[config.mk]
export PLATFORM = sky130hd
export DESIGN_NAME = ttgd_mac
export DESIGN_NICKNAME = d
export VERILOG_FILES = /design/src/rtl/three_tone_goertzel_detector_unit_macros.svh /design/src/rtl/ttgd_pkg.sv /design/src/rtl/ttgd_mac.sv
export SDC_FILE = /design/constraint.sdc
export NUM_CORES = 2
export LEC_CHECK = 0
export BUFFER_PORTS_ARGS = -buffer_cell sky130_fd_sc_hd__buf_2
export CAP_MARGIN = 25
export CORE_MARGIN = 4
export CORE_UTILIZATION = 45
export CTS_CLUSTER_SIZE = 8
export DETAILED_ROUTE_END_ITERATION = 10
export MAX_ROUTING_LAYER = met4
export PLACE_DENSITY = 0.68
export SETUP_SLACK_MARGIN = 0.02
export SLEW_MARGIN = 20
export SYNTH_ARGS = -nofsm -noshare
export SYNTH_HDL_FRONTEND = slang
export SYNTH_SLANG_ARGS = --single-unit
[constraint.sdc]
create_clock -name clk_i -period 15.9 [get_ports clk_i]
set_clock_uncertainty 0.05 [all_clocks]
set_input_delay 3.975 -clock clk_i [delete_from_list [all_inputs] [get_ports clk_i]]
set_output_delay 3.975 -clock clk_i [all_outputs]
set_load 0.005 [all_outputs]
[src/rtl/three_tone_goertzel_detector_unit_macros.svh]
// assertion macros for the three-tone goertzel detector
// used by the sequencer, expects clk_i and rst_ni in scope
`ifndef THREE_TONE_GOERTZEL_DETECTOR_UNIT_MACROS_SVH
`define THREE_TONE_GOERTZEL_DETECTOR_UNIT_MACROS_SVH

// same-cycle implication
`define TTGD_ASSERT_IMP(lbl, ante, cons, msg) \
  lbl: assert property (@(posedge clk_i) disable iff (!rst_ni) (ante) |-> (cons)) \
    else $error(msg);

// delayed implication
`define TTGD_ASSERT_AFTER5(lbl, ante, cons, msg) \
  lbl: assert property (@(posedge clk_i) disable iff (!rst_ni) (ante) |-> ##5 (cons)) \
    else $error(msg);

`endif

[src/rtl/ttgd_pkg.sv]
// shared types and constants of the three-tone goertzel detector
// no dependencies
`timescale 1ns / 1ps

package ttgd_pkg;

  localparam int unsigned CoefW     = 16;
  localparam int unsigned DigW      = 16;
  localparam int unsigned FracW     = 14;
  localparam int unsigned MagW      = 63;
  localparam int unsigned WideW     = 64;
  localparam int unsigned RatioDigs = 4;
  localparam int unsigned AddrW     = 4;
  localparam int unsigned ResW      = 3 * MagW + 3;

  localparam logic [MagW-1:0]  MagMax     = '1;
  localparam logic [CoefW-1:0] RatioReset = 16'd512;

  typedef enum logic [1:0] {
    REG_COEF_A    = 2'd0,
    REG_COEF_B    = 2'd1,
    REG_COEF_C    = 2'd2,
    REG_MIN_RATIO = 2'd3
  } reg_idx_e;

  typedef enum logic [2:0] {
    MAC_NOP,
    MAC_MUL,
    MAC_ADD,
    MAC_SUB,
    MAC_NSH,
    MAC_LDS
  } mac_op_e;

  typedef enum logic [3:0] {
    ST_IDLE,
    ST_SMP,
    ST_MCS,
    ST_MCL,
    ST_MT,
    ST_MNS,
    ST_MS1,
    ST_MS2,
    ST_MCP,
    ST_DB1,
    ST_DB2,
    ST_DLD,
    ST_DRT,
    ST_OUT
  } seq_state_e;

  typedef struct packed {
    mac_op_e                op;
    logic [1:0]             pos;
    logic signed [DigW:0]   dig;
  } mac_ctl_t;

  typedef struct packed {
    logic [2:0][CoefW-1:0] coef;
    logic [CoefW-1:0]      min_ratio;
  } cfg_t;

  typedef struct packed {
    logic [1:0]      bin;
    logic            found;
    logic [MagW-1:0] mag_c;
    logic [MagW-1:0] mag_b;
    logic [MagW-1:0] mag_a;
  } res_t;

  // 16-bit digit k of v, sign taken from the digit only for the top digit
  function automatic logic signed [DigW:0] digit_of(logic [WideW-1:0] v, logic [1:0] k,
                                                     logic top);
    logic [DigW-1:0] c;
    c = v[{k, 4'b0000} +: DigW];
    return {top & c[DigW-1], c};
  endfunction

endpackage

[src/rtl/ttgd_mac.sv]
// shared multiply-accumulate unit: full operand times one 17-bit digit, shifted by
// whole digits into a wide accumulator, plus negate-shift and load ops; depends on ttgd_pkg
`timescale 1ns / 1ps

module ttgd_mac #(
  parameter int unsigned AW   = 56,
  parameter int unsigned ACCW = 96
) (
  input  logic                          clk_i,
  input  ttgd_pkg::mac_ctl_t            ctl_i,
  input  logic signed [AW-1:0]          a_i,
  input  logic [ttgd_pkg::MagW-1:0]     top_i,
  output logic signed [ACCW-1:0]        acc_o
);

  localparam int unsigned PW = AW + ttgd_pkg::DigW + 1;

  logic signed [PW-1:0]   prod;
  logic signed [ACCW-1:0] prod_ext;
  logic signed [ACCW-1:0] prod_sh;
  logic signed [ACCW-1:0] acc_asr;
  logic signed [ACCW-1:0] acc_q, acc_d;

  assign prod     = $signed(a_i) * $signed(ctl_i.dig);
  assign prod_ext = ACCW'(prod);
  assign prod_sh  = prod_ext <<< {ctl_i.pos, 4'b0000};
  assign acc_asr  = acc_q >>> ttgd_pkg::FracW;

  always_comb begin
    unique case (ctl_i.op)
      ttgd_pkg::MAC_NOP: acc_d = acc_q;
      ttgd_pkg::MAC_MUL: acc_d = prod_sh;
      ttgd_pkg::MAC_ADD: acc_d = acc_q + prod_sh;
      ttgd_pkg::MAC_SUB: acc_d = acc_q - prod_sh;
      ttgd_pkg::MAC_NSH: acc_d = -acc_asr;
      ttgd_pkg::MAC_LDS: acc_d = ACCW'({top_i, 8'h00});
      default:           acc_d = acc_q;
    endcase
  end

  always_ff @(posedge clk_i) begin
    acc_q <= acc_d;
  end

  assign acc_o = acc_q;

endmodule

==> reports/qor.txt <==
=======================================================================================
Area used by sequential logic in the layout ..............................     2880 um2
Tcrit/Tclk final .........................................................        96.5%
Synthesis-to-layout area growth ..........................................        9.67%
Setup Viol. Count Final ..................................................            0
Clock buffers created by TritonCTS .......................................            9
CP Data Required Time ....................................................     16.09 ns
Sink count of the clock tree .............................................           96
Most frequently used flop master after synthesis ......................... sky130_fd_sc_hd__edfxtp_1
Relative slew slack ......................................................        26.2%
Initial core utilization .................................................        45.6%
Number of flip-flops in the largest register .............................           96
Total number of yosys warnings ...........................................            0
Number of hold-repair buffers added at the cts stage .....................            0
Share of the yosys chip area belonging to registers ......................        5.59%
GRT Residual Overflow ....................................................            0
Overall die area .........................................................  120,000 um2
Number of violations reported at the end of detailed-routing iteration 0 .        4,695
Async set-reset flop share out of synthesis ..............................           0%
Most frequent cells in the layout ........................................ sky130_fd_sc_hd__inv_1 (1,028), sky130_fd_sc_hd__nand2_1 (994), sky130_fd_sc_hd__fa_1 (882), sky130_fd_sc_hd__buf_4 (378), sky130_fd_sc_hd__nor2_1 (367)
CP Class .................................................................       in2reg
Peak Freq ................................................................     65.2 MHz
Detailed Place HPWL ......................................................       152 mm
Max Cap Viol .............................................................            0
Reg2Reg Capture Point ....................................................    acc_o[88]
Max Slew Vio Count .......................................................            0
Wire length per cell .....................................................      22.4 um
Wire length of the first global-routing pass .............................       292 mm
Final setup TNS ..........................................................         0 ns
Htree depth ..............................................................            3
Outcome .................................................................. finished clean
Post-CTS repair timing setup buffer count ................................            0
Kind of path behind the tightest hold check ..............................      reg2reg
Die Span X ...............................................................       346 um
Pin count of the biggest net entering global routing .....................          102
DRT Pass-1 Iters .........................................................            8
Final routed wirelength across all metal layers ..........................       186 mm
Clock insertion delay at the later pin of the skew report ................      0.41 ns
Maximum clock path buffer count ..........................................            2
Via count of the routed design ...........................................        48.8k
Number of antenna violations at the first check in global routing ........            3
Synth Instances ..........................................................        6,525
Number of synthesized flops with an enable pin ...........................           96
Mapped Avg Cell Area .....................................................     7.90 um2
Post-layout min period ...................................................     15.35 ns
Number of remaining DRC errors ...........................................            0
Die Height ...............................................................       346 um
Endpoint of the worst hold-timing path ...................................     acc_o[0]
Input/output buffers .....................................................          237
Beginning of the worst register-to-register path .........................    acc_o[38]
FP Rows ..................................................................          123
Largest stage delay on the critical path .................................      0.56 ns
Critical Path Slowest Stage Cell ......................................... sky130_fd_sc_hd__fa_1
Filler Cell Count ........................................................        11.1k
Slew at the pin with the worst max-slew slack ............................      1.11 ns
Detailed-route vias per instance .........................................         5.88
Layout cell share with drive strength beyond 1 ...........................        11.2%
Most common cell after layout, fill and taps aside ....................... sky130_fd_sc_hd__inv_1
Post-Synthesis Net Count .................................................        7,809
Top-level port count .....................................................          238
Antenna viol nets, final .................................................            0
Vias in the first global route ...........................................        50.1k
Synth unique cells .......................................................          117
Final hold violation count ...............................................            0
Core box area ............................................................  113,000 um2
Data arrival time of the worst path ......................................     15.53 ns
Reg2reg setup slack ......................................................     10.50 ns
Worst hold path depth ....................................................            2
Root cell of the clock tree .............................................. sky130_fd_sc_hd__clkbuf_16
CTS tree .................................................................          yes
Setup repair after global routing missed its margin ......................           no
Cells on worst reg2reg path ..............................................           13
Final RePlAce weighted congestion ........................................         1.02
Cell mode on critical path ............................................... sky130_fd_sc_hd__fa_1
Overall track demand over capacity in global routing .....................        31.8%
Hold_sp ..................................................................    acc_o[14]
Category of the worst setup path launch point ............................ primary input
Number of storage elements in the synthesis netlist ......................           96
Layout Nets ..............................................................        8,074
Mapped Area ..............................................................   51,500 um2
Multi-input combinational cell area ......................................   43,300 um2
CTS clk-pin slew, worst paths ............................................      0.10 ns
Endpoint class of the critical path ......................................    flip-flop
Crit Path Max Fanout .....................................................           20
=======================================================================================
## worst max-delay path: cells and delay by family
kind | cells | cell delay (ns)
buffers and inverters | 7 | 1.23
adders and majority gates | 8 | 3.67
xor gates and xnor gates | 2 | 0.35
and+or+nand+nor | 8 | 2.08
AOI/OAI and AO/OA | 15 | 4.17
## kinds of logic (layout without fill, tap and decap cells)
logic type,after synthesis,in the layout,synth area share [%]
AND/OR/NAND/NOR,2235,2235,20.6
buffers and inverters,1400,1670,10.4
AO/OA/AOI/OAI,1307,1307,16.8
adder cells (fa/ha/maj),1142,1142,40.6
XOR/XNOR,303,303,5.15
flip-flops,96,96,5.59
multiplexers,42,42,0.857
other,0,4,0
## synth_stat cells (all sizes together), types with 9 or more instances
| library cell | n | share of area (%) |
|---|---|---|
| o21ai | 321 | 3.1 |
| a21o | 65 | 0.95 |
| nor2b | 21 | 0.25 |
| a21boi | 13 | 0.19 |
| a41oi | 11 | 0.19 |
| a211oi | 82 | 1.3 |
| a221o | 18 | 0.35 |
| nand3 | 76 | 0.74 |
| buf | 63 | 0.63 |
| a211o | 16 | 0.27 |
| edfxtp | 96 | 5.6 |
| and3 | 25 | 0.30 |
| nor3 | 103 | 1.1 |
| o22ai | 13 | 0.16 |
| o21bai | 30 | 0.44 |
| nand2 | 994 | 7.2 |
| and4 | 18 | 0.31 |
| or2 | 22 | 0.27 |
| nor4 | 29 | 0.42 |
| fa | 882 | 34 |
| a2111oi | 9 | 0.28 |
| nand2b | 32 | 0.39 |
| clkbuf | 305 | 2.2 |
| inv | 1031 | 7.5 |
| mux2i | 34 | 0.66 |
| and2 | 363 | 4.4 |
| nand4 | 80 | 1.0 |
| or4 | 17 | 0.25 |
| a31oi | 54 | 0.66 |
| o2111ai | 13 | 0.23 |
| o31ai | 37 | 0.56 |
| xnor2 | 163 | 2.8 |
| o311ai | 11 | 0.20 |
| nor2 | 374 | 2.7 |
| a21oi | 356 | 3.5 |
| or3 | 47 | 0.58 |
| a221oi | 22 | 0.41 |
| a22oi | 21 | 0.31 |
| o221ai | 24 | 0.41 |
| o211ai | 68 | 1.0 |
| xor2 | 140 | 2.4 |
| o211a | 9 | 0.17 |
| o21a | 39 | 0.57 |
| ha | 260 | 6.3 |
## cell type report
type	count	share of cell area (%)
multi-input cells	5029	76.7
diodes	4	0.0177
clock inverters	7	0.124
repair buffers	622	7.50
well taps	1500	3.32
clock buffers	9	0.398
flip-flops and latches	96	5.10
inverters	1032	6.85
## per-stage QoR
stage               worst slack [ns]  hold WS (ns)  instances  util [%]  instance area [um2]
floorplan                       1.85         0.569       6525         -                51500
global placement               0.252         0.721       8277      49.7                56200
detailed placement             0.263         0.743       8279      49.7                56200
CTS                            0.666         0.761       8295      49.9                56500
global route                  0.0483         0.804       8297      50.0                56500
finish                         0.554         0.742       8299      50.0                56500
## repair_timing
item                                   in CTS  in global routing
endpoints found under the hold margin       0                  0
resized for setup                           0                  2
setup endpoints to repair                   0                  3
## layer usage
layer | track usage (%) | share of wire, %
met3 | 5.71 | 8.5
met5 | - | 0
met1 | 39.8 | 39
met4 | 11.4 | 4.4
met2 | 51.9 | 48
## worst max-delay path by stage
stage,from,to
finish,ctl_i[4],acc_o[95]
global route,ctl_i[2],acc_o[95]
CTS,ctl_i[5],acc_o[95]
detailed placement,ctl_i[5],acc_o[95]
global placement,ctl_i[4],acc_o[95]
floorplan,ctl_i[2],acc_o[93]
Power is not shown: default switching activity piles up to over one toggle a cycle in this logic, so the estimate is an artifact.
