==> src/rtl/three_tone_goertzel_detector_unit_macros.svh <==
// assertion macros for the three-tone goertzel detector
// used by the sequencer, expects clk_i and rst_ni in scope
`ifndef THREE_TONE_GOERTZEL_DETECTOR_UNIT_MACROS_SVH
`define THREE_TONE_GOERTZEL_DETECTOR_UNIT_MACROS_SVH

// same-cycle implication
`define TTGD_ASSERT_IMP(lbl, ante, cons, msg) \
  lbl: assert property (@(posedge clk_i) disable iff (!rst_ni) (ante) |-> (cons)) \
    else $error(msg);

// delayed implication
`define TTGD_ASSERT_AFTER5(lbl, ante, cons, msg) \
  lbl: assert property (@(posedge clk_i) disable iff (!rst_ni) (ante) |-> ##5 (cons)) \
    else $error(msg);

`endif

==> src/rtl/ttgd_pkg.sv <==
// shared types and constants of the three-tone goertzel detector
// no dependencies
`timescale 1ns / 1ps

package ttgd_pkg;

  localparam int unsigned CoefW     = 16;
  localparam int unsigned DigW      = 16;
  localparam int unsigned FracW     = 14;
  localparam int unsigned MagW      = 63;
  localparam int unsigned WideW     = 64;
  localparam int unsigned RatioDigs = 4;
  localparam int unsigned AddrW     = 4;
  localparam int unsigned ResW      = 3 * MagW + 3;

  localparam logic [MagW-1:0]  MagMax     = '1;
  localparam logic [CoefW-1:0] RatioReset = 16'd512;

  typedef enum logic [1:0] {
    REG_COEF_A    = 2'd0,
    REG_COEF_B    = 2'd1,
    REG_COEF_C    = 2'd2,
    REG_MIN_RATIO = 2'd3
  } reg_idx_e;

  typedef enum logic [2:0] {
    MAC_NOP,
    MAC_MUL,
    MAC_ADD,
    MAC_SUB,
    MAC_NSH,
    MAC_LDS
  } mac_op_e;

  typedef enum logic [3:0] {
    ST_IDLE,
    ST_SMP,
    ST_MCS,
    ST_MCL,
    ST_MT,
    ST_MNS,
    ST_MS1,
    ST_MS2,
    ST_MCP,
    ST_DB1,
    ST_DB2,
    ST_DLD,
    ST_DRT,
    ST_OUT
  } seq_state_e;

  typedef struct packed {
    mac_op_e                op;
    logic [1:0]             pos;
    logic signed [DigW:0]   dig;
  } mac_ctl_t;

  typedef struct packed {
    logic [2:0][CoefW-1:0] coef;
    logic [CoefW-1:0]      min_ratio;
  } cfg_t;

  typedef struct packed {
    logic [1:0]      bin;
    logic            found;
    logic [MagW-1:0] mag_c;
    logic [MagW-1:0] mag_b;
    logic [MagW-1:0] mag_a;
  } res_t;

  // 16-bit digit k of v, sign taken from the digit only for the top digit
  function automatic logic signed [DigW:0] digit_of(logic [WideW-1:0] v, logic [1:0] k,
                                                     logic top);
    logic [DigW-1:0] c;
    c = v[{k, 4'b0000} +: DigW];
    return {top & c[DigW-1], c};
  endfunction

endpackage

==> src/rtl/ttgd_cfg.sv <==
// apb register file: three bin coefficients and the dominance ratio
// depends on ttgd_pkg
`timescale 1ns / 1ps

module ttgd_cfg (
  input  logic                        clk_i,
  input  logic                        rst_ni,
  input  logic                        psel_i,
  input  logic                        penable_i,
  input  logic                        pwrite_i,
  input  logic [ttgd_pkg::AddrW-1:0]  paddr_i,
  input  logic [31:0]                 pwdata_i,
  output logic [31:0]                 prdata_o,
  output ttgd_pkg::cfg_t              cfg_o
);

  ttgd_pkg::cfg_t     cfg_q, cfg_d;
  ttgd_pkg::reg_idx_e idx;
  logic               wr_en;

  assign idx   = ttgd_pkg::reg_idx_e'(paddr_i[3:2]);
  assign wr_en = psel_i && penable_i && pwrite_i;

  always_comb begin
    cfg_d = cfg_q;
    if (wr_en) begin
      unique case (idx)
        ttgd_pkg::REG_COEF_A:    cfg_d.coef[0]   = pwdata_i[15:0];
        ttgd_pkg::REG_COEF_B:    cfg_d.coef[1]   = pwdata_i[15:0];
        ttgd_pkg::REG_COEF_C:    cfg_d.coef[2]   = pwdata_i[15:0];
        ttgd_pkg::REG_MIN_RATIO: cfg_d.min_ratio = pwdata_i[15:0];
        default:                 cfg_d = cfg_q;
      endcase
    end
  end

  always_comb begin
    unique case (idx)
      ttgd_pkg::REG_COEF_A:    prdata_o = 32'(cfg_q.coef[0]);
      ttgd_pkg::REG_COEF_B:    prdata_o = 32'(cfg_q.coef[1]);
      ttgd_pkg::REG_COEF_C:    prdata_o = 32'(cfg_q.coef[2]);
      ttgd_pkg::REG_MIN_RATIO: prdata_o = 32'(cfg_q.min_ratio);
      default:                 prdata_o = '0;
    endcase
  end

  always_ff @(posedge clk_i or negedge rst_ni) begin
    if (!rst_ni) begin
      cfg_q.coef      <= '0;
      cfg_q.min_ratio <= ttgd_pkg::RatioReset;
    end else begin
      cfg_q <= cfg_d;
    end
  end

  assign cfg_o = cfg_q;

endmodule

==> config.mk <==
export PLATFORM = sky130hd
export DESIGN_NAME = ttgd_cfg
export DESIGN_NICKNAME = d
export VERILOG_FILES = /design/src/rtl/three_tone_goertzel_detector_unit_macros.svh /design/src/rtl/ttgd_pkg.sv /design/src/rtl/ttgd_cfg.sv
export SDC_FILE = /design/constraint.sdc
export NUM_CORES = 1
export LEC_CHECK = 0
export ABC_AREA = 1
export BUFFER_PORTS_ARGS = -buffer_cell sky130_fd_sc_hd__buf_2
export CAP_MARGIN = 20
export CELL_PAD_IN_SITES_DETAIL_PLACEMENT = 0
export CELL_PAD_IN_SITES_GLOBAL_PLACEMENT = 1
export CORE_ASPECT_RATIO = 2
export CORE_UTILIZATION = 36
export DETAILED_ROUTE_END_ITERATION = 10
export GPL_ROUTABILITY_DRIVEN = 0
export HOLD_SLACK_MARGIN = 0.15
export PLACE_DENSITY = 0.81
export SLEW_MARGIN = 25
export SYNTH_ARGS = -nofsm -noshare
export SYNTH_HDL_FRONTEND = slang
export SYNTH_SLANG_ARGS = --single-unit
==> constraint.sdc <==
create_clock -name clk_i -period 1.55 [get_ports clk_i]
set_input_delay 0.0775 -clock clk_i [delete_from_list [all_inputs] [get_ports clk_i]]
set_output_delay 0.0775 -clock clk_i [all_outputs]
set_load 0.02 [all_outputs]
==> results.yml, run 1 <==
timing:
  period_share_pct: 89.70
  setup_violations: 0
  skew_ns: 0
  finalWorstSetupSlack_ns: 0.1597
  rsz0062_at_grt: "no"
  hold_violations: 0
  timing.hold.ws_ns: 0.2678
  fmax_mhz: 719.3
  fin_setup_tns_ns: 0
  finalCriticalPeriod_ns: 1.390
  slew_violations: 0
power_and_ir_drop:
  p_int_mw: 3.786
  pwr-share-clk_pct: 32.1
  leakage_nw: 2.357
  max-vdd-ir-drop_mv: 0.7891
  switching_share_pct: 35.87
  switchingPower_mw: 2.118
  comb_power_share_pct: 28.4
  fin_total_pwr_mw: 5.904
  p_per_area_mw_per_mm2: 1423
  pwr-share-seq_pct: 39.5
clock_network:
  cts.htree.levels: 3
  clk_latency_ns: 0.33
  clk_path_buf_depth: 2
  post-cts-setup-buffers: 0
  cts_sinks: 64
  cts-root-buf: "clkbuf_16"
  cts_tree: "yes"
  cts_buffers: 9
  clk_pin_slew_ns: 0.05
routing:
  dr.pass1.iters: 4
  dr_total_vias: 3033
  routedWlPerCell_um: 15.81
  wl_mm: 9.742
  viasPerCell: 4.924
  drc: 0
  drtAntennaViolNets: 0
  drt_iter0_markers: 174
die:
  rows: 48
  coreArea_mm2: 0.008648
  die_w_um: 68.84
  fp.dieArea_mm2: 0.009340
  initial_core_util_pct: 37.20
  io_pins: 137
  die_h_um: 135.7
place:
  placed_area_mm2: 0.003697
  dpl.cell_count: 583
  dp_hpwl_mm: 6.664
  place_ws_ns: 0.3015
  io_buffers: 102
setup_path:
  critPathMaxFanout: 3
  r2r_slack_ns: 0.80
  reg2reg_to: "cfg_o[9]"
  worst_r2r_path_depth: 2
  cp.arrival_ns: 1.31
  path_class: "reg -> out"
  setup.worst_path.start: "cfg_o[9]"
  worstSetupEndpointType: "output port"
  worst_setup_path_start_kind: "flop"
  cp.required_ns: 1.47
  cp-endpoint: "prdata_o[9]"
  r2r-start: "cfg_o[9]"
global_route:
  grt_pass1_wl_mm: 15.01
  grt_max_degree: 65
  antenna_found_initial: 0
  grt_pass1_vias: 2916
  groute.usage.overall_pct: 22.57
  grt_overflow: 0
cells_and_area:
  diodes: 0
  area_growth_pct: 28.98
  final_area_mm2: 0.004149
  fin_cells: 616
  largest_reg_flops: 64
  layout_commonest_cell: "nand2_1"
  utilization_pct: 47.97
  drive_above_1_share_pct: 27.52
  fin_nets: 552
  final_cell_mix: "nand2_1 (208), buf_2 (102), dfrtp_1 (63)"
logic_synthesis:
  ys_ff_latch: 64
  synthCells: 394
  ys_warn_count: 0
  seq_area_frac_synth_pct: 49.82
  synthDistinctLibCells: 18
  syn_area_mm2: 0.003217
  avgSynthCellArea_um2: 8.165
run_status:
  status: "finished, final reports clean"
min_path:
  hold_class: "in -> reg"
  min_from: "penable_i"
flow_run:
  max-cap-violations: 0
-- logic make-up (layout without fill, tap and decap cells) --
| kind of cell | count (synthesis) | in the layout | synth area share [%] |
|---|---|---|---|
| and+or+nand+nor | 288 | 288 | 40.45 |
| DFF | 64 | 64 | 49.83 |
| buffers and inverters | 41 | 148 | 9.608 |
| other | 1 | 16 | 0.1166 |
-- critical path, cell delays in order (launching register included) --
cell     delay, ns
dfstp_2       0.56
nand3_1       0.08
nand4_1       0.15
buf_2         0.19
-- power by group through the flow --
stage	Combinational, mW	Clock (mW)	Sequential [mW]
global route	1.83	1.99	2.37
global placement	1.63	0	2.35
finish	1.67	1.90	2.33
detailed placement	1.66	0	2.35
floorplan	0.633	0	2.71
CTS	1.69	1.93	2.33
-- cell type report --
class / count / area [um2]
Fill cell: 910 / 4499
Multi-Input combinational cell: 304 / 1361
Timing Repair Buffer: 126 / 745.7
Tap cell: 100 / 125.1
Inverter: 6 / 32.53
Sequential cell: 64 / 1603
Clock buffer: 16 / 281.5
-- cells in the mapped netlist --
library cell	count	area share (%)
nand2_1	208	24
nand3_4	1	0.54
buf_2	8	1.2
nand3_1	48	7.5
inv_1	2	0.23
nand2_4	6	2.1
nand2_2	3	0.58
dfrtp_1	63	49
nor2_8	1	0.62
dfstp_2	1	0.82
nor2_4	5	1.8
buf_6	10	3.5
clkbuf_1	1	0.12
inv_6	2	0.54
conb_1	1	0.12
buf_4	16	3.7
nand4_1	16	3.1
inv_2	2	0.23
-- how the worst min path moves through the flow --
stage	end	slack, ns	cells past startpoint
5_1_grt	cfg_o[29]	0.30	5
6_report	cfg_o[9]	0.27	5
3_5_place_dp	cfg_o[44]	0.13	2
4_1_cts	cfg_o[9]	0.25	5
3_3_place_gp	cfg_o[46]	0.12	2
2_1_floorplan	cfg_o[0]	-0.22	0
-- what timing repair did --
action / CTS / global route
hold buffers: 17 / 0
gates resized for setup: 0 / 0
hold endpoints to repair: 128 / 0
-- routing by layer --
metal	global-route usage (%)	vias up	routed length, um
met5	0	-	0
met4	12.36	0	294
met3	3.704	19	501
met2	37.59	117	5271
met1	26.45	1438	3675
li1	-	1459	-
Power figures use the tool's default switching activity.
==> run 2, diff against run 1 <==
Settings changed: CORE_MARGIN from default to 3, GPL_TIMING_DRIVEN from default to 0.
==> results.yml, run 2 (synthesis gave the netlist of run 1 again) <==
cells_and_area:
  register_area_mm2: 0.001603
  diodes: 0
  fin_nets: 579
  drive_above_1_share_pct: 31.68
  final_area_mm2: 0.004395
  utilization_pct: 50.82
  area_growth_pct: 36.64
  final_cell_mix: "nand2_1 (208), buf_2 (107), dfrtp_1 (63)"
  multi_input_area_mm2: 0.001361
  nFillCells: 863
  fin_cells: 643
  largest_reg_flops: 64
  layout_commonest_cell: "nand2_1"
clock_network:
  cts_buffers: 9
  clk_latency_ns: 0.32
  cts_resized: 0
  cts.htree.levels: 3
  post-cts-setup-buffers: 0
  cts_sinks: 64
  cts_tree: "yes"
  cts-root-buf: "clkbuf_16"
  clk_path_buf_depth: 2
  clk_pin_slew_ns: 0.06
place:
  dpl.cell_count: 610
  io_buffers: 100
  placed_area_mm2: 0.003921
  dp_hpwl_mm: 7.869
routing:
  wl_mm: 10.83
  dr.pass1.iters: 4
  viasPerCell: 4.860
  routedWlPerCell_um: 16.85
  drt_iter0_markers: 232
  drtAntennaViolNets: 0
  dr_total_vias: 3125
  drc: 0
power_and_ir_drop:
  max-vdd-ir-drop_mv: 0.7617
  fin_total_pwr_mw: 6.067
  leakage_nw: 2.519
  p_per_area_mw_per_mm2: 1380
die:
  initial_core_util_pct: 37.20
  rows: 48
  io_pins: 137
  die_w_um: 72.84
  coreArea_mm2: 0.008648
  die_h_um: 139.7
  fp.dieArea_mm2: 0.01017
timing:
  hold_violations: 0
  fin_setup_tns_ns: 0
  period_share_pct: 85.82
  skew_ns: 0
  slew_violations: 0
  relSlewSlack_pct: 61.36
  tightest_slew_ns: 0.5796
  fmax_mhz: 751.7
  finalCriticalPeriod_ns: 1.330
  rsz0062_at_grt: "no"
  setup_violations: 0
global_route:
  groute.usage.overall_pct: 21.82
  grt_max_degree: 34
  grt_pass1_vias: 3007
  grt_pass1_wl_mm: 16.57
  grt_overflow: 0
  antenna_found_initial: 0
min_path:
  hold_class: "in -> reg"
flow_run:
  max-cap-violations: 0
setup_path:
  cp.arrival_ns: 1.25
  worstSetupEndpointType: "output port"
  worst_setup_path_start_kind: "flop"
  path_class: "reg -> out"
  critPathMaxFanout: 3
  cp.required_ns: 1.47
run_status:
  status: "finished, final reports clean"
-- run 2: power breakdown --
part,switching (mW),internal [mW],leakage (nW)
clock network,0.703,1.29,0.155
logic,1.15,0.586,1.55
registers,0.310,2.02,0.811
total,2.17,3.90,2.52
-- run 2: what timing repair did --
| item | in CTS | in global routing |
|---|---|---|
| hold buffers | 17 | 0 |
| endpoints found under the setup margin | 0 | 0 |
| endpoints found under the hold margin | 128 | 0 |
-- run 2: critical path, cell delays in order (launching register included) --
cell     delay (ns)
dfstp_2        0.54
nand3_1        0.08
nand4_1        0.13
buf_2          0.17
-- run 2: metal layers --
layer | wire length, um | GRT usage [%] | up-vias
li1 | - | - | 1509
met2 | 6201 | 41.37 | 114
met5 | 0 | 0 | -
met4 | 191 | 8.171 | 0
met1 | 3870 | 23.55 | 1488
met3 | 569 | 2.603 | 14
-- run 2: worst paths after layout --
path / from / endpoint / slack, ns / depth (start not counted)
worst min-delay path: paddr_i[3] / cfg_o[52] / 0.18 / 5
min in group asynchronous: rst_ni / cfg_o[35] / 0.23 / 2
worst max register to register: cfg_o[9] / cfg_o[9] / 0.84 / 2
worst min register to register: cfg_o[9] / cfg_o[9] / 0.48 / 2
max in group asynchronous: rst_ni / cfg_o[30] / 0.79 / 3
worst max-delay path: cfg_o[9] / prdata_o[9] / 0.22 / 3
-- run 2: area by class of cell --
cell class | count | share of cell area (%)
Tap cell | 100 | 2.847
Sequential cell | 64 | 36.46
Clock buffer | 14 | 6.689
Inverter | 6 | 0.7401
Multi-Input combinational cell | 304 | 30.97
Buffer | 35 | 6.291
Clock inverter | 2 | 0.2277
Timing Repair Buffer | 118 | 15.77
-- run 2: stage by stage --
stage	worst slack (ns)	hold slack [ns]
after global placement	0.1553	0.3227
after detailed placement	0.3268	0.04593
after CTS	0.2234	0.1703
after floorplan	0.6017	-0.2181
final	0.2197	0.1769
after global routing	0.1745	0.1868
==> run 3, diff against run 2 <==
Settings changed: CORE_ASPECT_RATIO 2 to 0.9, GPL_TIMING_DRIVEN 0 to 1.
==> results.yml, run 3 (synthesis gave the netlist of run 1 again) <==
cells_and_area:
  fin_nets: 552
  fin_cells: 635
  largest_reg_flops: 64
  area_growth_pct: 27.62
  diodes: 0
  nFillCells: 879
  drive_above_1_share_pct: 27.71
  layout_commonest_cell: "nand2_1"
  final_cell_mix: "nand2_1 (208), buf_2 (102), dfrtp_1 (63)"
timing:
  setup_violations: 0
  period_share_pct: 85.81
  fmax_mhz: 751.9
  slew_violations: 0
  relSlewSlack_pct: 66.19
  finalCriticalPeriod_ns: 1.330
  skew_ns: 0
  timing.hold.ws_ns: 0.2634
  fin_setup_tns_ns: 0
  rsz0062_at_grt: "no"
  hold_violations: 0
  tightest_slew_ns: 0.5060
setup_path:
  reg2reg_to: "cfg_o[9]"
  r2r_slack_ns: 0.82
  crit_chain: "nand3_1, nand4_1, buf_2"
  cp.required_ns: 1.47
  setup.worst_path.start: "cfg_o[9]"
  path_class: "reg -> out"
  critPathTopFamily: "flip-flops"
  critPathMaxFanout: 3
  worst_setup_path_start_kind: "flop"
  r2r-start: "cfg_o[9]"
  cpPeakStageDelay_ns: 0.55
  cp.arrival_ns: 1.25
  worst_r2r_path_depth: 2
  crit_buf_inv: 1
  cp-endpoint: "prdata_o[9]"
  crit_slowest_cell: "dfstp_2"
  cp.depth: 3
  worstSetupEndpointType: "output port"
place:
  dp_hpwl_mm: 6.348
  dpl.cell_count: 602
  io_buffers: 102
die:
  rows: 32
  io_pins: 137
  initial_core_util_pct: 37.20
  coreArea_mm2: 0.008648
  fp.dieArea_mm2: 0.01011
  die_w_um: 105.6
  die_h_um: 95.68
routing:
  viasPerCell: 4.762
  wl_mm: 9.605
  drt_iter0_markers: 178
  drtAntennaViolNets: 0
  drc: 0
  routedWlPerCell_um: 15.13
  dr.pass1.iters: 4
  dr_total_vias: 3024
min_path:
  hold_class: "in -> reg"
global_route:
  grt_overflow: 0
  groute.usage.overall_pct: 19.45
  grt_pass1_vias: 2840
  antenna_found_initial: 0
  grt_max_degree: 65
  grt_pass1_wl_mm: 15.20
clock_network:
  cts_sinks: 64
  clk_latency_ns: 0.34
  cts-root-buf: "clkbuf_8"
  clk_path_buf_depth: 2
  clk_pin_slew_ns: 0.07
  cts_tree: "yes"
  post-cts-setup-buffers: 0
  cts.htree.levels: 3
  cts_buffers: 9
power_and_ir_drop:
  p_per_area_mw_per_mm2: 1355
  max-vdd-ir-drop_mv: 0.5197
  fin_total_pwr_mw: 5.563
  leakage_nw: 2.327
flow_run:
  max-cap-violations: 0
run_status:
  status: "finished, final reports clean"
## run 3: cell count changes in the layout (fill, tap and decap cells not counted)
cell | before | now
clkbuf_8 | 5 | 10
buf_6 | 10 | 0
clkbuf_16 | 9 | 0
clkinv_2 | 2 | 1
bufinv_16 | 0 | 2
clkbuf_1 | 1 | 3
buf_2 | 107 | 102
buf_4 | 17 | 6
## run 3: through the flow
step                      utilization (%)  area [um2]  worst slack, ns
final                               47.47        4105           0.2200
after global routing                47.47        4105           0.1557
after CTS                           47.47        4105           0.2099
after detailed placement            43.03        3721           0.2388
after global placement              43.03        3721           0.2563
after floorplan                         -        3273           0.6017
## run 3: timing repair
item                      CTS  global route
resized for setup           0             0
hold buffers               17             0
hold endpoints to repair  128             0
## run 3: final cells by class
class                   instances  area [um2]  area share [%]
repair buffers                126       745.7           18.17
multi-input cells             304        1361           33.16
flip-flops and latches         64        1603           39.04
clock buffers                  13       148.9           3.627
well taps                     119       148.9           3.627
inverters                       6       32.53          0.7924
clock inverters                 3       65.06           1.585
## run 3: worst min-delay path: stages
cell     delay, ns
buf_2         0.13
nand3_4       0.13
nor2_4        0.12
nand2_1       0.09
nand2_1       0.05
## run 3: power by group
| part | switching [mW] | total [mW] | internal, mW |
|---|---|---|---|
| combinational | 1.13 | 1.68 | 0.550 |
| clock | 0.630 | 1.58 | 0.950 |
| sequential | 0.286 | 2.30 | 2.02 |
## run 3: worst min-delay path by stage
stage / start / end / cells after the start
4_1_cts: penable_i / cfg_o[9] / 5
3_5_place_dp: rst_ni / cfg_o[40] / 2
2_1_floorplan: rst_ni / cfg_o[0] / 0
5_1_grt: penable_i / cfg_o[61] / 5
3_3_place_gp: rst_ni / cfg_o[40] / 2
6_report: penable_i / cfg_o[9] / 5
## run 3: layer usage
layer / global-route usage (%) / up-vias / part of all wire [%]
met2: 31.74 / 132 / 47
li1: - / 1456 / -
met5: 0 / - / 0
met1: 25.73 / 1428 / 43
met3: 5.484 / 8 / 8.7
met4: 4.962 / 0 / 0.97
