<file path="config.mk">
export PLATFORM = sky130hd
export DESIGN_NAME = ttgd_seq
export DESIGN_NICKNAME = d
export VERILOG_FILES = /design/src/rtl/ttgd_pkg.sv /design/src/rtl/ttgd_seq.sv
export VERILOG_INCLUDE_DIRS = /design/src /design/src/rtl
export SDC_FILE = /design/constraint.sdc
export NUM_CORES = 2
export LEC_CHECK = 0
export ABC_AREA = 1
export BUFFER_PORTS_ARGS = -buffer_cell sky130_fd_sc_hd__buf_2
export CAP_MARGIN = 20
export CELL_PAD_IN_SITES_DETAIL_PLACEMENT = 0
export CELL_PAD_IN_SITES_GLOBAL_PLACEMENT = 1
export CORE_MARGIN = 5
export CORE_UTILIZATION = 44
export DETAILED_ROUTE_END_ITERATION = 10
export PLACE_DENSITY_LB_ADDON = 0.05
export SLEW_MARGIN = 25
export SYNTH_ARGS = -nofsm -noshare
export SYNTH_HDL_FRONTEND = slang
export SYNTH_SLANG_ARGS = --single-unit
</file>
<file path="constraint.sdc">
create_clock -name clk_i -period 14.65 [get_ports clk_i]
set_input_delay 1.465 -clock clk_i [delete_from_list [all_inputs] [get_ports clk_i]]
set_output_delay 1.465 -clock clk_i [all_outputs]
set_load 0.01 [all_outputs]
</file>
<file path="src/rtl/three_tone_goertzel_detector_unit_macros.svh">
// assertion macros for the three-tone goertzel detector
// used by the sequencer, expects clk_i and rst_ni in scope
`ifndef THREE_TONE_GOERTZEL_DETECTOR_UNIT_MACROS_SVH
`define THREE_TONE_GOERTZEL_DETECTOR_UNIT_MACROS_SVH

// same-cycle implication
`define TTGD_ASSERT_IMP(lbl, ante, cons, msg) \
  lbl: assert property (@(posedge clk_i) disable iff (!rst_ni) (ante) |-> (cons)) \
    else $error(msg);

// delayed implication
`define TTGD_ASSERT_AFTER5(lbl, ante, cons, msg) \
  lbl: assert property (@(posedge clk_i) disable iff (!rst_ni) (ante) |-> ##5 (cons)) \
    else $error(msg);

`endif

</file>
<file path="src/rtl/ttgd_pkg.sv">
// shared types and constants of the three-tone goertzel detector
// no dependencies
`timescale 1ns / 1ps

package ttgd_pkg;

  localparam int unsigned CoefW     = 16;
  localparam int unsigned DigW      = 16;
  localparam int unsigned FracW     = 14;
  localparam int unsigned MagW      = 63;
  localparam int unsigned WideW     = 64;
  localparam int unsigned RatioDigs = 4;
  localparam int unsigned AddrW     = 4;
  localparam int unsigned ResW      = 3 * MagW + 3;

  localparam logic [MagW-1:0]  MagMax     = '1;
  localparam logic [CoefW-1:0] RatioReset = 16'd512;

  typedef enum logic [1:0] {
    REG_COEF_A    = 2'd0,
    REG_COEF_B    = 2'd1,
    REG_COEF_C    = 2'd2,
    REG_MIN_RATIO = 2'd3
  } reg_idx_e;

  typedef enum logic [2:0] {
    MAC_NOP,
    MAC_MUL,
    MAC_ADD,
    MAC_SUB,
    MAC_NSH,
    MAC_LDS
  } mac_op_e;

  typedef enum logic [3:0] {
    ST_IDLE,
    ST_SMP,
    ST_MCS,
    ST_MCL,
    ST_MT,
    ST_MNS,
    ST_MS1,
    ST_MS2,
    ST_MCP,
    ST_DB1,
    ST_DB2,
    ST_DLD,
    ST_DRT,
    ST_OUT
  } seq_state_e;

  typedef struct packed {
    mac_op_e                op;
    logic [1:0]             pos;
    logic signed [DigW:0]   dig;
  } mac_ctl_t;

  typedef struct packed {
    logic [2:0][CoefW-1:0] coef;
    logic [CoefW-1:0]      min_ratio;
  } cfg_t;

  typedef struct packed {
    logic [1:0]      bin;
    logic            found;
    logic [MagW-1:0] mag_c;
    logic [MagW-1:0] mag_b;
    logic [MagW-1:0] mag_a;
  } res_t;

  // 16-bit digit k of v, sign taken from the digit only for the top digit
  function automatic logic signed [DigW:0] digit_of(logic [WideW-1:0] v, logic [1:0] k,
                                                     logic top);
    logic [DigW-1:0] c;
    c = v[{k, 4'b0000} +: DigW];
    return {top & c[DigW-1], c};
  endfunction

endpackage

</file>
<file path="src/rtl/ttgd_seq.sv">
// sequencer: bin delay lines, per-sample recurrence, magnitudes and dominance
// test, all through the shared mac; depends on ttgd_pkg and the macro header
`timescale 1ns / 1ps
`include "three_tone_goertzel_detector_unit_macros.svh"

module ttgd_seq #(
  parameter int unsigned SAMPLE_BITS = 12,
  parameter int unsigned STATE_BITS  = 40
) (
  input  logic                                          clk_i,
  input  logic                                          rst_ni,
  input  logic                                          in_valid_i,
  output logic                                          in_ready_o,
  input  logic signed [SAMPLE_BITS-1:0]                 in_sample_i,
  input  logic                                          in_last_i,
  input  ttgd_pkg::cfg_t                                cfg_i,
  output ttgd_pkg::mac_ctl_t                            mac_ctl_o,
  output logic signed [STATE_BITS+ttgd_pkg::CoefW-1:0]  mac_a_o,
  output logic [ttgd_pkg::MagW-1:0]                     mac_top_o,
  input  logic signed [2*STATE_BITS+ttgd_pkg::CoefW-1:0] mac_acc_i,
  output logic                                          res_valid_o,
  input  logic                                          res_ready_i,
  output ttgd_pkg::res_t                                res_o
);

  localparam int unsigned SB      = STATE_BITS;
  localparam int unsigned AW      = SB + ttgd_pkg::CoefW;
  localparam int unsigned ACCW    = 2 * SB + ttgd_pkg::CoefW;
  localparam int unsigned SW      = SB + 3;
  localparam int unsigned NDig    = (SB + ttgd_pkg::DigW - 1) / ttgd_pkg::DigW;
  localparam logic [1:0]  LastDig = 2'(NDig - 1);
  localparam logic [1:0]  LastRat = 2'(ttgd_pkg::RatioDigs - 1);
  localparam logic [1:0]  LastBin = 2'd2;
  localparam logic [1:0]  LastStp = 2'd3;
  localparam int unsigned MagW    = ttgd_pkg::MagW;

  ttgd_pkg::seq_state_e   state_q, state_d;
  logic [1:0]             cnt_q, cnt_d;
  logic [1:0]             bin_q, bin_d;
  logic [1:0]             best_q, best_d;
  logic signed [SAMPLE_BITS-1:0] x_q, x_d;
  logic                   last_q, last_d;
  logic [2:0][SB-1:0]     s1_q, s1_d;
  logic [2:0][SB-1:0]     s2_q, s2_d;
  logic [AW-1:0]          cs1_q, cs1_d;
  logic [MagW-1:0]        mag_a_q, mag_a_d, mag_b_q, mag_b_d, mag_c_q, mag_c_d;
  logic [MagW-1:0]        top_q, top_d, low_q, low_d, sec_q, sec_d;

  logic                   in_fire;
  logic [1:0]             coef_idx;
  logic [ttgd_pkg::CoefW-1:0] coef_sel;
  logic signed [SB+1:0]   prod_p;
  logic signed [SW-1:0]   upd_sum;
  logic [SB-1:0]          s0;
  logic [MagW-1:0]        mag_clamp;
  logic                   found;
  logic                   dig_top;

  assign in_ready_o = (state_q == ttgd_pkg::ST_IDLE);
  assign in_fire    = in_valid_i && in_ready_o;
  assign mac_top_o  = top_q;
  assign dig_top    = (cnt_q == LastDig);

  assign coef_idx = (state_q == ttgd_pkg::ST_SMP) ? cnt_q : bin_q;
  always_comb begin
    unique case (coef_idx)
      2'd0:    coef_sel = cfg_i.coef[0];
      2'd1:    coef_sel = cfg_i.coef[1];
      default: coef_sel = cfg_i.coef[2];
    endcase
  end

  // recurrence for the bin sitting in slot 2, product from the previous slot
  assign prod_p  = $signed(mac_acc_i[SB+ttgd_pkg::CoefW-1:ttgd_pkg::FracW]);
  assign upd_sum = SW'(x_q) + SW'(prod_p) - SW'($signed(s2_q[2]));
  always_comb begin
    if ((upd_sum[SW-1:SB-1] == '0) || (upd_sum[SW-1:SB-1] == '1)) begin
      s0 = upd_sum[SB-1:0];
    end else if (upd_sum[SW-1]) begin
      s0 = {1'b1, {(SB-1){1'b0}}};
    end else begin
      s0 = {1'b0, {(SB-1){1'b1}}};
    end
  end

  always_comb begin
    if (mac_acc_i[ACCW-1]) begin
      mag_clamp = '0;
    end else if (|mac_acc_i[ACCW-2:MagW]) begin
      mag_clamp = ttgd_pkg::MagMax;
    end else begin
      mag_clamp = mac_acc_i[MagW-1:0];
    end
  end

  assign found = (top_q != '0) && !mac_acc_i[ACCW-1];

  always_comb begin
    state_d   = state_q;
    cnt_d     = cnt_q;
    bin_d     = bin_q;
    best_d    = best_q;
    x_d       = x_q;
    last_d    = last_q;
    s1_d      = s1_q;
    s2_d      = s2_q;
    cs1_d     = cs1_q;
    mag_a_d   = mag_a_q;
    mag_b_d   = mag_b_q;
    mag_c_d   = mag_c_q;
    top_d     = top_q;
    low_d     = low_q;
    sec_d     = sec_q;
    mac_ctl_o = '{op: ttgd_pkg::MAC_NOP, pos: 2'd0, dig: '0};
    mac_a_o   = '0;
    res_valid_o = 1'b0;
    res_o     = '0;

    unique case (state_q)
      ttgd_pkg::ST_IDLE: begin
        if (in_fire) begin
          x_d     = in_sample_i;
          last_d  = in_last_i;
          cnt_d   = 2'd0;
          state_d = ttgd_pkg::ST_SMP;
        end
      end
      ttgd_pkg::ST_SMP: begin
        cnt_d = cnt_q + 2'd1;
        if (cnt_q != LastStp) begin
          mac_ctl_o = '{op: ttgd_pkg::MAC_MUL, pos: 2'd0,
                        dig: ttgd_pkg::DigW'(0) + $signed(coef_sel)};
          mac_a_o   = AW'($signed(s1_q[0]));
          s1_d = {s1_q[0], s1_q[2], s1_q[1]};
          s2_d = {s2_q[0], s2_q[2], s2_q[1]};
          if (cnt_q != 2'd0) begin
            s1_d[1] = s0;
            s2_d[1] = s1_q[2];
          end
        end else begin
          s1_d[2] = s0;
          s2_d[2] = s1_q[2];
          bin_d   = 2'd0;
          state_d = last_q ? ttgd_pkg::ST_MCS : ttgd_pkg::ST_IDLE;
        end
      end
      ttgd_pkg::ST_MCS: begin
        mac_ctl_o = '{op: ttgd_pkg::MAC_MUL, pos: 2'd0,
                      dig: ttgd_pkg::DigW'(0) + $signed(coef_sel)};
        mac_a_o   = AW'($signed(s1_q[0]));
        state_d   = ttgd_pkg::ST_MCL;
      end
      ttgd_pkg::ST_MCL: begin
        cs1_d   = mac_acc_i[AW-1:0];
        cnt_d   = 2'd0;
        state_d = ttgd_pkg::ST_MT;
      end
      ttgd_pkg::ST_MT: begin
        mac_ctl_o.op  = (cnt_q == 2'd0) ? ttgd_pkg::MAC_MUL : ttgd_pkg::MAC_ADD;
        mac_ctl_o.pos = cnt_q;
        mac_ctl_o.dig = ttgd_pkg::digit_of(ttgd_pkg::WideW'($signed(s2_q[0])), cnt_q,
                                            dig_top);
        mac_a_o       = $signed(cs1_q);
        cnt_d         = cnt_q + 2'd1;
        if (dig_top) begin
          cnt_d   = 2'd0;
          state_d = ttgd_pkg::ST_MNS;
        end
      end
      ttgd_pkg::ST_MNS: begin
        mac_ctl_o.op = ttgd_pkg::MAC_NSH;
        state_d      = ttgd_pkg::ST_MS1;
      end
      ttgd_pkg::ST_MS1, ttgd_pkg::ST_MS2: begin
        mac_ctl_o.op  = ttgd_pkg::MAC_ADD;
        mac_ctl_o.pos = cnt_q;
        if (state_q == ttgd_pkg::ST_MS1) begin
          mac_ctl_o.dig = ttgd_pkg::digit_of(ttgd_pkg::WideW'($signed(s1_q[0])), cnt_q,
                                              dig_top);
          mac_a_o       = AW'($signed(s1_q[0]));
        end else begin
          mac_ctl_o.dig = ttgd_pkg::digit_of(ttgd_pkg::WideW'($signed(s2_q[0])), cnt_q,
                                              dig_top);
          mac_a_o       = AW'($signed(s2_q[0]));
        end
        cnt_d = cnt_q + 2'd1;
        if (dig_top) begin
          cnt_d   = 2'd0;
          state_d = (state_q == ttgd_pkg::ST_MS1) ? ttgd_pkg::ST_MS2 : ttgd_pkg::ST_MCP;
        end
      end
      ttgd_pkg::ST_MCP: begin
        mag_c_d = mag_clamp;
        mag_b_d = mag_c_q;
        mag_a_d = mag_b_q;
        s1_d    = {{SB{1'b0}}, s1_q[2], s1_q[1]};
        s2_d    = {{SB{1'b0}}, s2_q[2], s2_q[1]};
        bin_d   = bin_q + 2'd1;
        state_d = (bin_q == LastBin) ? ttgd_pkg::ST_DB1 : ttgd_pkg::ST_MCS;
      end
      ttgd_pkg::ST_DB1: begin
        if (mag_b_q > mag_a_q) begin
          best_d = 2'd1;
          top_d  = mag_b_q;
          low_d  = mag_a_q;
        end else begin
          best_d = 2'd0;
          top_d  = mag_a_q;
          low_d  = mag_b_q;
        end
        state_d = ttgd_pkg::ST_DB2;
      end
      ttgd_pkg::ST_DB2: begin
        if (mag_c_q > top_q) begin
          best_d = 2'd2;
          top_d  = mag_c_q;
          sec_d  = top_q;
        end else begin
          sec_d  = (mag_c_q > low_q) ? mag_c_q : low_q;
        end
        state_d = ttgd_pkg::ST_DLD;
      end
      ttgd_pkg::ST_DLD: begin
        mac_ctl_o.op = ttgd_pkg::MAC_LDS;
        cnt_d        = 2'd0;
        state_d      = ttgd_pkg::ST_DRT;
      end
      ttgd_pkg::ST_DRT: begin
        mac_ctl_o.op  = ttgd_pkg::MAC_SUB;
        mac_ctl_o.pos = cnt_q;
        mac_ctl_o.dig = ttgd_pkg::digit_of(ttgd_pkg::WideW'(sec_q), cnt_q, 1'b0);
        mac_a_o       = AW'(cfg_i.min_ratio);
        cnt_d         = cnt_q + 2'd1;
        if (cnt_q == LastRat) begin
          cnt_d   = 2'd0;
          state_d = ttgd_pkg::ST_OUT;
        end
      end
      ttgd_pkg::ST_OUT: begin
        res_valid_o = 1'b1;
        res_o.mag_a = mag_a_q;
        res_o.mag_b = mag_b_q;
        res_o.mag_c = mag_c_q;
        res_o.found = found;
        res_o.bin   = found ? best_q : 2'd0;
        if (res_ready_i) begin
          state_d = ttgd_pkg::ST_IDLE;
        end
      end
      default: state_d = ttgd_pkg::ST_IDLE;
    endcase
  end

  always_ff @(posedge clk_i or negedge rst_ni) begin
    if (!rst_ni) begin
      state_q <= ttgd_pkg::ST_IDLE;
      cnt_q   <= '0;
      bin_q   <= '0;
      s1_q    <= '0;
      s2_q    <= '0;
    end else begin
      state_q <= state_d;
      cnt_q   <= cnt_d;
      bin_q   <= bin_d;
      s1_q    <= s1_d;
      s2_q    <= s2_d;
    end
  end

  always_ff @(posedge clk_i) begin
    best_q  <= best_d;
    x_q     <= x_d;
    last_q  <= last_d;
    cs1_q   <= cs1_d;
    mag_a_q <= mag_a_d;
    mag_b_q <= mag_b_d;
    mag_c_q <= mag_c_d;
    top_q   <= top_d;
    low_q   <= low_d;
    sec_q   <= sec_d;
  end

  `TTGD_ASSERT_IMP(a_delay_cleared, state_q == ttgd_pkg::ST_DB1, (s1_q == '0) && (s2_q == '0), "delay lines not cleared after block")
  `TTGD_ASSERT_AFTER5(a_plain_sample_done, in_fire && !in_last_i, state_q == ttgd_pkg::ST_IDLE, "unmarked word did not finish in four slots")
  `TTGD_ASSERT_IMP(a_result_bin, res_valid_o, (res_o.bin != 2'd3) && (res_o.found || (res_o.bin == 2'd0)), "bad dominant bin in result")

endmodule

</file>
==> out/results.txt <==
# placed instances: 6891
maximum VDD drop: 563 uV
CTS HTree Levels: 3
RSZ-0062 raised after global routing: false
PwrDens: 209 nW/um2
Critical path buffers and inverters: 5
Final WS setup: 7.97 ns
crit-path max cell delay: 0.79 ns
grt total ovfl: 0
Hold Violations, Final: 0
DRT Wirelength: 187000 um
status: finished, final reports clean
CTS clk-pin slew, worst paths: 0.06 ns
number of I/O pins: 512
fmax: 0.150 GHz
P_leak: 24.1 nW
post-route ant nets: 0
pre-CTS setup slack: 8.78 ns
Compound-Gate Fraction of Synth Area: 11.0%
fraction of layout instances using a drive strength above 1: 14.0%
kind of critical path: reg2out
CTS tree: done
initial DRC count: 4806
setup_tns: 0 ns
drt via density: 5.69
crit path max fanout: 46
largest net degree at the start of global routing: 178
Worst Path Arrival: 5.21 ns
Cells after Synth: 5292
Die Wd: 322 um
Max-cap violations: 0
hpwl dp: 138000 um
via count: 40100
post-synthesis cell type count: 61
worst hold margin: 0.466 ns
Tcrit/Tclk final: 45.6%
Tot GR Track Use: 34.9%
CTS resizes: 0
DRC violations left: 0
Yosys reg bits: 697
type of the most critical hold path: reg2reg
clock buffer count from CTS: 82
fin nets: 6158
DRT Pass-1 Iters: 6
Placer Congestion: 0.956
antenna violations before repair: 14
IO buf count: 511
die area: 104000 um2
latest clock arrival within the worst-skew pair: 0.67 ns
worst slew pin tran: 1.10 ns
clock period minus worst slack: 6.68 ns
worst-path cell chain: buf_4 -> inv_1 -> nand2_1 -> o21ai_2 -> inv_2 -> nor2_2 -> inv_1 -> o22ai_1 -> o2111ai_1 -> buf_2
sequential area share after synthesis: 46.0%
mux share of post-synthesis cell area: 0%
CP most frequent cell: inv_1
Slew Viols, Final: 0
Post-CTS Hold Fix Bufs: 0
adder-cell area share of the yosys netlist: 8.90%
core area: 96600 um2
Die Span Y: 322 um
Clock Path Buffers: 3
DR WL/cell: 26.5 um
clock root buffer master: clkbuf_16
vias in the first global route: 37500
commonest non-fill, non-tap cells in the layout: nand2_1 (1404), inv_1 (783), buf_2 (510)
CP Launch Type: flip-flop
Slew headroom: 26.4%
synth warn: 0
Worst Clk Skew: 0.0209 ns
CP max stage cell: inv_1
xor/xnor cell area share of the yosys netlist: 0.737%
number of flops mapped to enable cells by yosys: 449
fill count: 9554
largest family of logic cells by synthesized area: simple AND/OR/NAND/NOR gates
Sink Count: 697
most common cell after layout, fill and taps aside: nand2_1
Setup crit end kind: output pin
WP data required: 13.19 ns
final non-filler cell total: 7050
cell area after synthesis: 42800 um2
# rows: 114
top_reg_cell synth: edfxtp_1
Top delay family on crit path: buffers and inverters
final setup fails: 0
Synth Area in Simple Gates: 23.8%
Initial Util: 44.3%
area delta synth->final: 15.4%
syn_area_per_cell: 8.08 um2
ys async rst share: 35.6%
first-pass GRT wire length: 265000 um
Post-CTS Setup Inserts: 0
post-layout util: 51.1%
net count after synthesis: 5748
[Yosys cell counts (all sizes together), types with 26 or more instances]
library cell / n / area, um2
buf: 73 / 413
clkbuf: 171 / 642
o22ai: 29 / 181
a31oi: 30 / 188
nor4: 32 / 200
ha: 237 / 2970
inv: 797 / 2990
o2111ai: 26 / 228
edfxtp: 449 / 13500
fa: 42 / 841
nand2: 1424 / 5400
nor2: 431 / 1660
nand4: 47 / 294
dfrtp: 248 / 6210
o211ai: 39 / 293
o21ai: 369 / 1850
nand3: 432 / 2420
a21oi: 268 / 1350
[state kept, by name, summed over array words and instances (netlist names), 2 cells and up]
name,flops
low_q,63
bin_q,2
sec_q,63
mag_a_q,63
mag_c_q,63
cs1_q,56
mac_top_o,63
mag_b_q,63
cnt_q,2
s1_q,120
best_q,2
x_q,12
s2_q,120
state_q,4
[path summary, 6_finish.rpt]
kind	startpoint	endpoint	slack (ns)	depth (start not counted)
setup / recovery	cnt_q[1]$_DFFE_PN0P_	mac_ctl_o[4]	7.97	10
hold / removal	s2_q[55]$_DFFE_PN0P_	s2_q[15]$_DFFE_PN0P_	0.47	2
setup reg to reg	cnt_q[0]$_DFFE_PN0P_	s2_q[65]$_DFFE_PN0P_	9.44	11
hold reg to reg	s2_q[55]$_DFFE_PN0P_	s2_q[15]$_DFFE_PN0P_	0.47	2
max in group asynchronous	rst_ni	cnt_q[0]$_DFFE_PN0P_	11.31	4
min in group asynchronous	rst_ni	s2_q[2]$_DFFE_PN0P_	0.72	1
[through the flow]
stage | power, W | cell area [um2]
after floorplan | 0.00623 | 42800
after global placement | 0.00800 | 46400
after detailed placement | 0.00800 | 46400
after CTS | 0.0102 | 49300
after global routing | 0.0109 | 49300
final | 0.0103 | 49300
[report_power, final]
part           total, W  leakage (nW)  switching (W)  internal, W
Clock           0.00220          1.36       0.000917      0.00128
Combinational   0.00528          15.6        0.00383      0.00145
Sequential      0.00283          7.14       0.000321      0.00251
[layout make-up]
class	instances	area, um2	share of cell area [%]
Sequential cell	697	19700	39.9
Multi-Input combinational cell	3552	19100	38.8
Timing Repair Buffer	570	3080	6.24
Inverter	799	3000	6.09
Clock buffer	113	2330	4.73
Tap cell	1276	1600	3.24
Clock inverter	39	479	0.971
Antenna cell	4	10.0	0.0203
[metal layers]
metal,vias up,track usage [%],part of all wire [%]
met5,-,0,0.027
met4,10,9.06,2.9
li1,18200,-,-
met3,246,9.90,12
met1,19400,50.5,43
met2,2238,51.9,42
[logic make-up (layout without fill, tap and decap cells)]
logic type               Yosys count  in the layout
XOR/XNOR                          36             36
flip-flops                       697            697
AND/OR/NAND/NOR                 2401           2401
adder cells (fa/ha/maj)          279            279
AO/OA/AOI/OAI                    836            836
other                              0              4
buffers and inverters           1043           1521
[worst min-delay path: cells and delay by family (launching register included)]
kind	cells	cell delay (ns)
compound gates	1	0.05
simple gates	1	0.05
flops	1	0.34
Note: power is estimated with default switching activity, not from simulation.
